[src/rtl/core/kvp_pkg.sv]
// ----------------------------------------------------------------------------
// kvp_pkg
// shared types, limits and helpers for the key/value request line parser
// ----------------------------------------------------------------------------
package kvp_pkg;

    localparam int MAX_LINE    = 1024;
    localparam int KEY_BYTES   = 256;
    localparam int VALUE_BYTES = 1024;

    localparam int LINE_CW = $clog2(MAX_LINE + 1);
    localparam int KEY_CW  = $clog2(KEY_BYTES + 1);

    localparam logic [23:0] WORD_GET = 24'h474554;
    localparam logic [23:0] WORD_DEL = 24'h44454C;
    localparam logic [23:0] WORD_SET = 24'h534554;

    localparam logic [7:0] CH_NUL = 8'h00;
    localparam logic [7:0] CH_TAB = 8'h09;
    localparam logic [7:0] CH_LF  = 8'h0A;
    localparam logic [7:0] CH_CR  = 8'h0D;
    localparam logic [7:0] CH_SP  = 8'h20;

    typedef enum logic [2:0] {
        PH_LEAD,
        PH_CMD,
        PH_GAP1,
        PH_KEY,
        PH_TAIL,
        PH_GAP2,
        PH_VALUE,
        PH_ERR
    } t_phase;

    typedef enum logic [1:0] {
        CMD_GET,
        CMD_DEL,
        CMD_SET,
        CMD_BAD
    } t_cmd;

    typedef enum logic [1:0] {
        ROLE_NONE,
        ROLE_KEY,
        ROLE_VALUE
    } t_role;

    typedef struct packed {
        logic [7:0] echo_byte;
        t_role      role;
        logic [9:0] field_pos;
        logic       done_res;
        logic       status;
        logic [1:0] command;
        logic [7:0] key_length;
        logic [9:0] value_length;
    } t_result;

    function automatic logic is_ws(input logic [7:0] c);
        return (c == CH_SP) || ((c >= CH_TAB) && (c <= CH_CR));
    endfunction

    function automatic t_cmd cmd_code(input logic [23:0] chars, input logic [2:0] count);
        t_cmd code;
        code = CMD_BAD;
        if (count == 3'd3) begin
            if (chars == WORD_GET) begin
                code = CMD_GET;
            end else if (chars == WORD_DEL) begin
                code = CMD_DEL;
            end else if (chars == WORD_SET) begin
                code = CMD_SET;
            end
        end
        return code;
    endfunction

    // clamp a count to a 10 bit field
    function automatic logic [9:0] sat10(input logic [31:0] v);
        return (v < 32'd1023) ? v[9:0] : 10'd1023;
    endfunction

    function automatic logic [7:0] sat8(input logic [31:0] v);
        return (v < 32'd255) ? v[7:0] : 8'd255;
    endfunction

endpackage

[src/rtl/core/kvp_parse.sv]
// ----------------------------------------------------------------------------
// kvp_parse
// parser state and per-byte decode: role tag, field position and verdict
// ----------------------------------------------------------------------------
module kvp_parse (
    input  logic             i_clk,
    input  logic             i_rst_n,
    input  logic             i_accept,
    input  logic [7:0]       i_byte,
    input  logic             i_last,
    output kvp_pkg::t_result o_result
);
    import kvp_pkg::*;

    t_phase               r_phase,  n_phase;
    logic [23:0]          r_chars,  n_chars;
    logic [2:0]           r_ccount, n_ccount;
    logic [LINE_CW-1:0]   r_line,   n_line;
    logic [KEY_CW-1:0]    r_key,    n_key;
    logic [LINE_CW-1:0]   r_value,  n_value;
    logic [LINE_CW-1:0]   r_crlf,   n_crlf;
    logic                 r_term,   n_term;

    logic                 ws;
    t_cmd                 cur_code;
    t_cmd                 fin_code;
    logic [LINE_CW-1:0]   vl;
    logic                 ok;
    t_role                role;
    logic [9:0]           pos;

    assign ws       = is_ws(i_byte);
    assign cur_code = cmd_code(r_chars, r_ccount);

    // next state
    always_comb begin
        n_phase  = r_phase;
        n_chars  = r_chars;
        n_ccount = r_ccount;
        n_line   = r_line;
        n_key    = r_key;
        n_value  = r_value;
        n_crlf   = r_crlf;
        n_term   = r_term;
        role     = ROLE_NONE;
        pos      = 10'd0;
        if (!r_term) begin
            if (i_byte == CH_NUL) begin
                n_term = 1'b1;
            end else begin
                n_line = (r_line < LINE_CW'(MAX_LINE)) ? r_line + 1'b1 : LINE_CW'(MAX_LINE);
                case (r_phase)
                    PH_LEAD: begin
                        if (!ws) begin
                            n_chars  = {r_chars[15:0], i_byte};
                            n_ccount = (r_ccount < 3'd4) ? r_ccount + 3'd1 : 3'd4;
                            n_phase  = PH_CMD;
                        end
                    end
                    PH_CMD: begin
                        if (!ws) begin
                            n_chars  = {r_chars[15:0], i_byte};
                            n_ccount = (r_ccount < 3'd4) ? r_ccount + 3'd1 : 3'd4;
                        end else begin
                            n_phase = (cur_code == CMD_BAD) ? PH_ERR : PH_GAP1;
                        end
                    end
                    PH_GAP1: begin
                        if (!ws) begin
                            role    = ROLE_KEY;
                            n_key   = KEY_CW'(1);
                            n_phase = PH_KEY;
                        end
                    end
                    PH_KEY: begin
                        if (!ws) begin
                            role  = ROLE_KEY;
                            pos   = sat10(32'(r_key));
                            n_key = (r_key < KEY_CW'(KEY_BYTES)) ? r_key + 1'b1
                                                                 : KEY_CW'(KEY_BYTES);
                        end else begin
                            n_phase = (cur_code == CMD_SET) ? PH_GAP2 : PH_TAIL;
                        end
                    end
                    PH_TAIL: begin
                        if (!ws) begin
                            n_phase = PH_ERR;
                        end
                    end
                    PH_GAP2: begin
                        if (!ws) begin
                            role    = ROLE_VALUE;
                            n_value = LINE_CW'(1);
                            n_crlf  = '0;
                            n_phase = PH_VALUE;
                        end
                    end
                    PH_VALUE: begin
                        role    = ROLE_VALUE;
                        pos     = sat10(32'(r_value));
                        n_value = (r_value < LINE_CW'(MAX_LINE)) ? r_value + 1'b1
                                                                 : LINE_CW'(MAX_LINE);
                        if (i_byte == CH_LF || i_byte == CH_CR) begin
                            n_crlf = (r_crlf < LINE_CW'(MAX_LINE)) ? r_crlf + 1'b1
                                                                   : LINE_CW'(MAX_LINE);
                        end else begin
                            n_crlf = '0;
                        end
                    end
                    default: begin
                        n_phase = PH_ERR;
                    end
                endcase
            end
        end
    end

    // verdict on the updated state
    always_comb begin
        fin_code = cmd_code(n_chars, n_ccount);
        vl       = (n_value >= n_crlf) ? n_value - n_crlf : '0;
        ok       = 1'b0;
        if (n_line < LINE_CW'(MAX_LINE)) begin
            if ((n_phase == PH_KEY || n_phase == PH_TAIL) &&
                (fin_code == CMD_GET || fin_code == CMD_DEL)) begin
                ok = (32'(n_key) < 32'(KEY_BYTES));
            end else if (n_phase == PH_VALUE && fin_code == CMD_SET) begin
                ok = (32'(n_key) < 32'(KEY_BYTES)) && (32'(vl) < 32'(VALUE_BYTES));
            end
        end
    end

    // result fields
    always_comb begin
        o_result              = '0;
        o_result.echo_byte    = i_byte;
        o_result.role         = role;
        o_result.field_pos    = pos;
        o_result.done_res     = i_last;
        if (i_last) begin
            if (ok) begin
                o_result.command    = fin_code;
                o_result.key_length = sat8(32'(n_key));
                if (fin_code == CMD_SET) begin
                    o_result.value_length = sat10(32'(vl));
                end
            end else begin
                o_result.status = 1'b1;
            end
        end
    end

    always_ff @(posedge i_clk) begin
        if (!i_rst_n) begin
            r_phase  <= PH_LEAD;
            r_chars  <= '0;
            r_ccount <= '0;
            r_line   <= '0;
            r_key    <= '0;
            r_value  <= '0;
            r_crlf   <= '0;
            r_term   <= 1'b0;
        end else if (i_accept) begin
            if (i_last) begin
                r_phase  <= PH_LEAD;
                r_chars  <= '0;
                r_ccount <= '0;
                r_line   <= '0;
                r_key    <= '0;
                r_value  <= '0;
                r_crlf   <= '0;
                r_term   <= 1'b0;
            end else begin
                r_phase  <= n_phase;
                r_chars  <= n_chars;
                r_ccount <= n_ccount;
                r_line   <= n_line;
                r_key    <= n_key;
                r_value  <= n_value;
                r_crlf   <= n_crlf;
                r_term   <= n_term;
            end
        end
    end

endmodule

[src/rtl/core/kv_request_line_parser.sv]
// the output register holds each accepted byte's result from the cycle after it
// throughput: one byte per cycle unless the output stalls; the output register refills
// as it drains, a rate set by the single result register behind the per-byte decode
// reset (synchronous, active low) returns the parser to the leading whitespace phase
// and empties the output register; each line end also returns the parser to that phase
// ----------------------------------------------------------------------------
// kv_request_line_parser
// byte stream parser for GET/DEL/SET request lines with role tagging and verdict
// ----------------------------------------------------------------------------
module kv_request_line_parser (
    input  logic        i_clk,
    input  logic        i_rst_n,
    input  logic        i_s_tvalid,
    output logic        o_s_tready,
    input  logic [7:0]  i_s_tdata,   // in_byte
    input  logic        i_s_tlast,   // line_end
    output logic        o_m_tvalid,
    input  logic        i_m_tready,
    // echo_byte[7:0], field_pos[17:8], status[18], command[20:19],
    // key_length[28:21], value_length[38:29], zero pad[39]
    output logic [39:0] o_m_tdata,
    output logic [1:0]  o_m_tuser,   // role
    output logic        o_m_tlast    // done_res
);
    import kvp_pkg::*;

    logic    accept;
    t_result step_res;
    t_result r_res;
    logic    r_valid;

    assign o_s_tready = !r_valid || i_m_tready;
    assign accept     = i_s_tvalid && o_s_tready;

    kvp_parse u_parse (
        .i_clk    (i_clk),
        .i_rst_n  (i_rst_n),
        .i_accept (accept),
        .i_byte   (i_s_tdata),
        .i_last   (i_s_tlast),
        .o_result (step_res)
    );

    always_ff @(posedge i_clk) begin
        if (!i_rst_n) begin
            r_valid <= 1'b0;
        end else if (accept) begin
            r_valid <= 1'b1;
        end else if (i_m_tready) begin
            r_valid <= 1'b0;
        end
    end

    always_ff @(posedge i_clk) begin
        if (accept) begin
            r_res <= step_res;
        end
    end

    assign o_m_tvalid = r_valid;
    assign o_m_tdata  = {1'b0, r_res.value_length, r_res.key_length, r_res.command,
                         r_res.status, r_res.field_pos, r_res.echo_byte};
    assign o_m_tuser  = r_res.role;
    assign o_m_tlast  = r_res.done_res;

`ifndef NO_ASSERTIONS
    a_status_on_last: assert property (@(posedge i_clk) disable iff (!i_rst_n)
        o_m_tvalid && o_m_tdata[18] |-> o_m_tlast)
        else $error("error status on a result that is not a line end");

    a_verdict_zero: assert property (@(posedge i_clk) disable iff (!i_rst_n)
        o_m_tvalid && (!o_m_tlast || o_m_tdata[18]) |-> o_m_tdata[38:19] == 20'd0)
        else $error("verdict fields set without an accepted line end");

    a_pos_no_role: assert property (@(posedge i_clk) disable iff (!i_rst_n)
        o_m_tvalid && o_m_tuser == ROLE_NONE |-> o_m_tdata[17:8] == 10'd0)
        else $error("field position set on an untagged byte");

    a_echo: assert property (@(posedge i_clk) disable iff (!i_rst_n)
        i_s_tvalid && o_s_tready |=> o_m_tvalid && o_m_tdata[7:0] == $past(i_s_tdata))
        else $error("echoed byte differs from accepted byte");
`endif

endmodule

[config.mk]
export PLATFORM = sky130hd
export DESIGN_NAME = kv_request_line_parser
export DESIGN_NICKNAME = d
export VERILOG_FILES = /design/src/rtl/core/kvp_pkg.sv /design/src/rtl/core/kvp_parse.sv /design/src/rtl/core/kv_request_line_parser.sv
export SDC_FILE = /design/constraint.sdc
export NUM_CORES = 1
export LEC_CHECK = 0
export ABC_CLOCK_PERIOD_IN_PS = 5800
export BUFFER_PORTS_ARGS = -buffer_cell sky130_fd_sc_hd__buf_2
export CAP_MARGIN = 15
export CORE_ASPECT_RATIO = 0.7
export CORE_MARGIN = 3
export CORE_UTILIZATION = 60
export DETAILED_ROUTE_END_ITERATION = 10
export MAX_ROUTING_LAYER = met4
export PLACE_DENSITY = 0.8
export SLEW_MARGIN = 30
export SYNTH_ARGS = -nofsm -noshare
export SYNTH_HDL_FRONTEND = slang
export SYNTH_SLANG_ARGS = --single-unit
export TNS_END_PERCENT = 100
[constraint.sdc]
create_clock -name i_clk -period 5.8 [get_ports i_clk]
set_clock_uncertainty 0.15 [all_clocks]
set_input_delay 0.87 -clock i_clk [delete_from_list [all_inputs] [get_ports i_clk]]
set_output_delay 0.87 -clock i_clk [all_outputs]
set_load 0.01 [all_outputs]
==> results.cfg <==
[run_status]
status = finished clean

[logic_synthesis]
synth-main-ff-cell = dfxtp_1
syn_avg_cell_area_um2 = 8.99
synth_warnings = 0
yosysTopAreaCell = dfxtp_1
synthTopCellsByArea = dfxtp_1 (22%), edfxtp_1 (19%), nor2b_1 (6.1%)
netlist.area_leader.share_pct = 21.7
synth-edff-count = 42
synth_fp_nets = 788
synth-async-reset-ratio_pct = 0
ys_ff_latch = 116
synth_cell_type_count = 86
netlist_instances = 758
yosysSeqAreaShare_pct = 40.3
syn_area_um2 = 6810

[route]
drtPass1Iterations = 7
routedWlPerCell_um = 19.5
drc = 0
vias_per_cell = 6.57
drt_wl_total_um = 18900
drtIter0Drc = 856
num_vias = 6377
ant_nets = 0

[die]
initial_core_util_pct = 63.6
die_area_um2 = 12700
pin_count = 58
core_area_um2 = 10700
die_w_um = 133
die_h_um = 95.1
rows = 31

[finish]
drive_gt1_share_pct = 15.7
layout.nets = 840
multi_input_area_um2 = 3840
final_util_pct = 72.8
register_area_um2 = 2740
final_cells = 971
num-fill-cells = 783
diodes = 0
areaGrowthSynthToFinish_pct = 14.3

[critical_path]
cp-startpoint = i_s_tdata[7]
start_kind = input pin
rr_endpoint = o_m_tdata[37]$_SDFFCE_PN0P_
cpPeakStageDelay_ps = 470
r2r_slack_ps = 820
required_ps = 5900
worstSetupPathType = in2reg
r2r_start = u_parse.r_phase[1]$_SDFFE_PN0P_
rr_worst_depth = 12
path_cells = buf_2, nor3_1, a31o_2, a21o_1, or2_1, a22o_1, inv_1, fa_1, nand2b_1, a211oi_1, o221ai_1, or2_2, a2111oi_2, nand4_2, a211oi_2
worstPathArrival_ps = 5210
slowest_stage = a31o_2
worstSetupEndpoint = o_m_tdata[37]$_SDFFCE_PN0P_
worstPathMaxFanout = 16
critical_path.endpoint_type = flop

[clock_tree]
cts_buffers = 17
htreeDepth = 4
tritoncts = done
root_buffer = clkbuf_16
path_clk_slew_ps = 60
post_cts_buffers = 0
clk_path_buf_depth = 2
ctsResizeCount = 0
clkLatencyLatePin_ps = 420
postCtsHoldBufs = 0
clkSinkCount = 116

[place]
gp_congestion = 0.959
port_buffers = 56
placedCellCount = 939
hpwl_um = 13500
place_ws_ps = 432

[sta]
max_freq_ghz = 0.196
tns_ps = 0
max_slew_margin_pct = 38.0
fin_crit_ps = 5110
slew_viol_final = 0
finalCritPeriodShare_pct = 88.2
grt_setup_unrepaired = no
hold_viol = 0
timing.hold.ws_ps = 373
finalWorstSetupSlack_ps = 685
finalSetupViolations = 0
worst_slew_pin_slew_ps = 930

[grt]
grt_pass1_wl_um = 30400
grt_start_max_net_pins = 67
antenna_found_initial = 0
grt_pass1_vias = 5707
overflow = 0
grt_util_all_layers_pct = 31.1

[power_and_ir_drop]
p_switching_uw = 453
p_per_area_nw_per_um2 = 250
clock_power_share_pct = 49.1
p_sw_share_pct = 23.3
ir_drop_mv = 0.220
p_int_mw = 1.49
p_comb_share_pct = 6.0
power.leakage_nw = 2.70
pwr-share-seq_pct = 44.9

[run]
drv_cap = 0

[worst_hold_path]
hp-class = reg2reg
==> layout make-up <==
type                            instances  area share (%)
Sequential cell                       116            35.2
Clock inverter                          8           0.627
Clock buffer                           24            6.33
Inverter                               17           0.835
Timing Repair Buffer                   74            5.37
Tap cell                              148            2.38
Multi-Input combinational cell        584            49.3
==> power groups by stage <==
stage               sequential (mW)  clock (mW)  combinational (mW)
floorplan                     0.898           0              0.0635
global placement              0.890           0               0.112
detailed placement            0.890           0               0.114
CTS                           0.874       0.961               0.114
global route                  0.876       0.999               0.125
finish                        0.874       0.957               0.116
==> worst min-delay path by stage <==
stage | startpoint | endpoint | slack, ps | cells past startpoint
3_3_place_gp | u_parse.r_line[6]$_SDFFE_PN0P_ | u_parse.r_line[6]$_SDFFE_PN0P_ | 340 | 2
4_1_cts | u_parse.r_chars[22]$_SDFFE_PN0P_ | u_parse.r_chars[22]$_SDFFE_PN0P_ | 380 | 2
5_1_grt | u_parse.r_chars[22]$_SDFFE_PN0P_ | u_parse.r_chars[22]$_SDFFE_PN0P_ | 410 | 2
2_1_floorplan | u_parse.r_line[6]$_SDFFE_PN0P_ | u_parse.r_line[6]$_SDFFE_PN0P_ | 320 | 2
6_report | u_parse.r_chars[22]$_SDFFE_PN0P_ | u_parse.r_chars[22]$_SDFFE_PN0P_ | 370 | 2
3_5_place_dp | u_parse.r_line[8]$_SDFFE_PN0P_ | u_parse.r_line[8]$_SDFFE_PN0P_ | 360 | 2
==> flip-flops by register name, summed over array words and instances (netlist names), 2 cells and up <==
| name | count |
|---|---|
| o_m_tdata | 39 |
| u_parse.r_chars | 24 |
| u_parse.r_crlf | 11 |
| u_parse.r_line | 11 |
| u_parse.r_value | 11 |
| u_parse.r_key | 9 |
| u_parse.r_ccount | 3 |
| u_parse.r_phase | 3 |
| o_m_tuser | 2 |
==> layer usage <==
metal	vias up	routed length [um]	global-route usage (%)	part of all wire, %
li1	2951	-	-	-
met1	2992	8830	46.5	47
met2	391	7550	40.7	40
met3	43	2180	8.07	12
met4	0	378	9.67	2.0
met5	-	0	-	0
==> cell usage after synthesis (16+ instances only) <==
cell / n
o21ai_0: 42
nand2_1: 53
nor2_1: 63
clkbuf_1: 30
a21oi_1: 26
a22oi_1: 48
nor2b_1: 66
ha_1: 16
nand3_1: 17
dfxtp_1: 74
a211oi_1: 16
nor3_1: 31
edfxtp_1: 42
==> kinds of logic after synthesis <==
logic type,share of synthesized area [%]
DFF,40.3
buffers and inverters,3.42
muxes,0.771
other,0.0551
adders and majority gates,3.23
xor gates and xnor gates,1.80
and+or+nand+nor,27.0
AOI/OAI and AO/OA,23.4
==> cell usage in the layout (no fill, tap or decap), drive strengths merged, types with 4 or more instances in the layout <==
cell type  netlist  final
dfxtp           74     74
buf             11     74
nor2b           66     66
nor2            63     63
nand2           53     53
a22oi           48     48
o21ai           48     48
edfxtp          42     42
nor3            33     33
a21oi           27     27
clkbuf          30     24
nand3           17     17
a211oi          17     17
inv             15     17
ha              16     16
o31ai           13     13
and2            13     13
nor4            13     13
nand4           10     10
o31a             9      9
nand2b           8      8
xor2             8      8
and3             8      8
nor3b            8      8
nor4b            8      8
a22o             7      7
a31oi            7      7
clkinv           2      7
xnor2            6      6
nand4b           5      5
or2              5      5
a41oi            4      4
a2bb2oi          4      4
o21a             4      4
mux2i            4      4
a21boi           4      4
==> per-stage QoR <==
| step | total power [mW] | instance area [um^2] |
|---|---|---|
| after floorplan | 0.961 | 6810 |
| after global placement | 1.00 | 7240 |
| after detailed placement | 1.00 | 7240 |
| after CTS | 1.95 | 7790 |
| after global routing | 2.00 | 7790 |
| final | 1.95 | 7790 |
==> worst max-delay path, delay by kind of cell <==
family	cells	cell delay [ps]
compound gates	7	2280
fa+ha+maj	1	450
buf+inv	2	220
simple gates	5	1380
No activity file was read; power rests on OpenSTA's default activity.
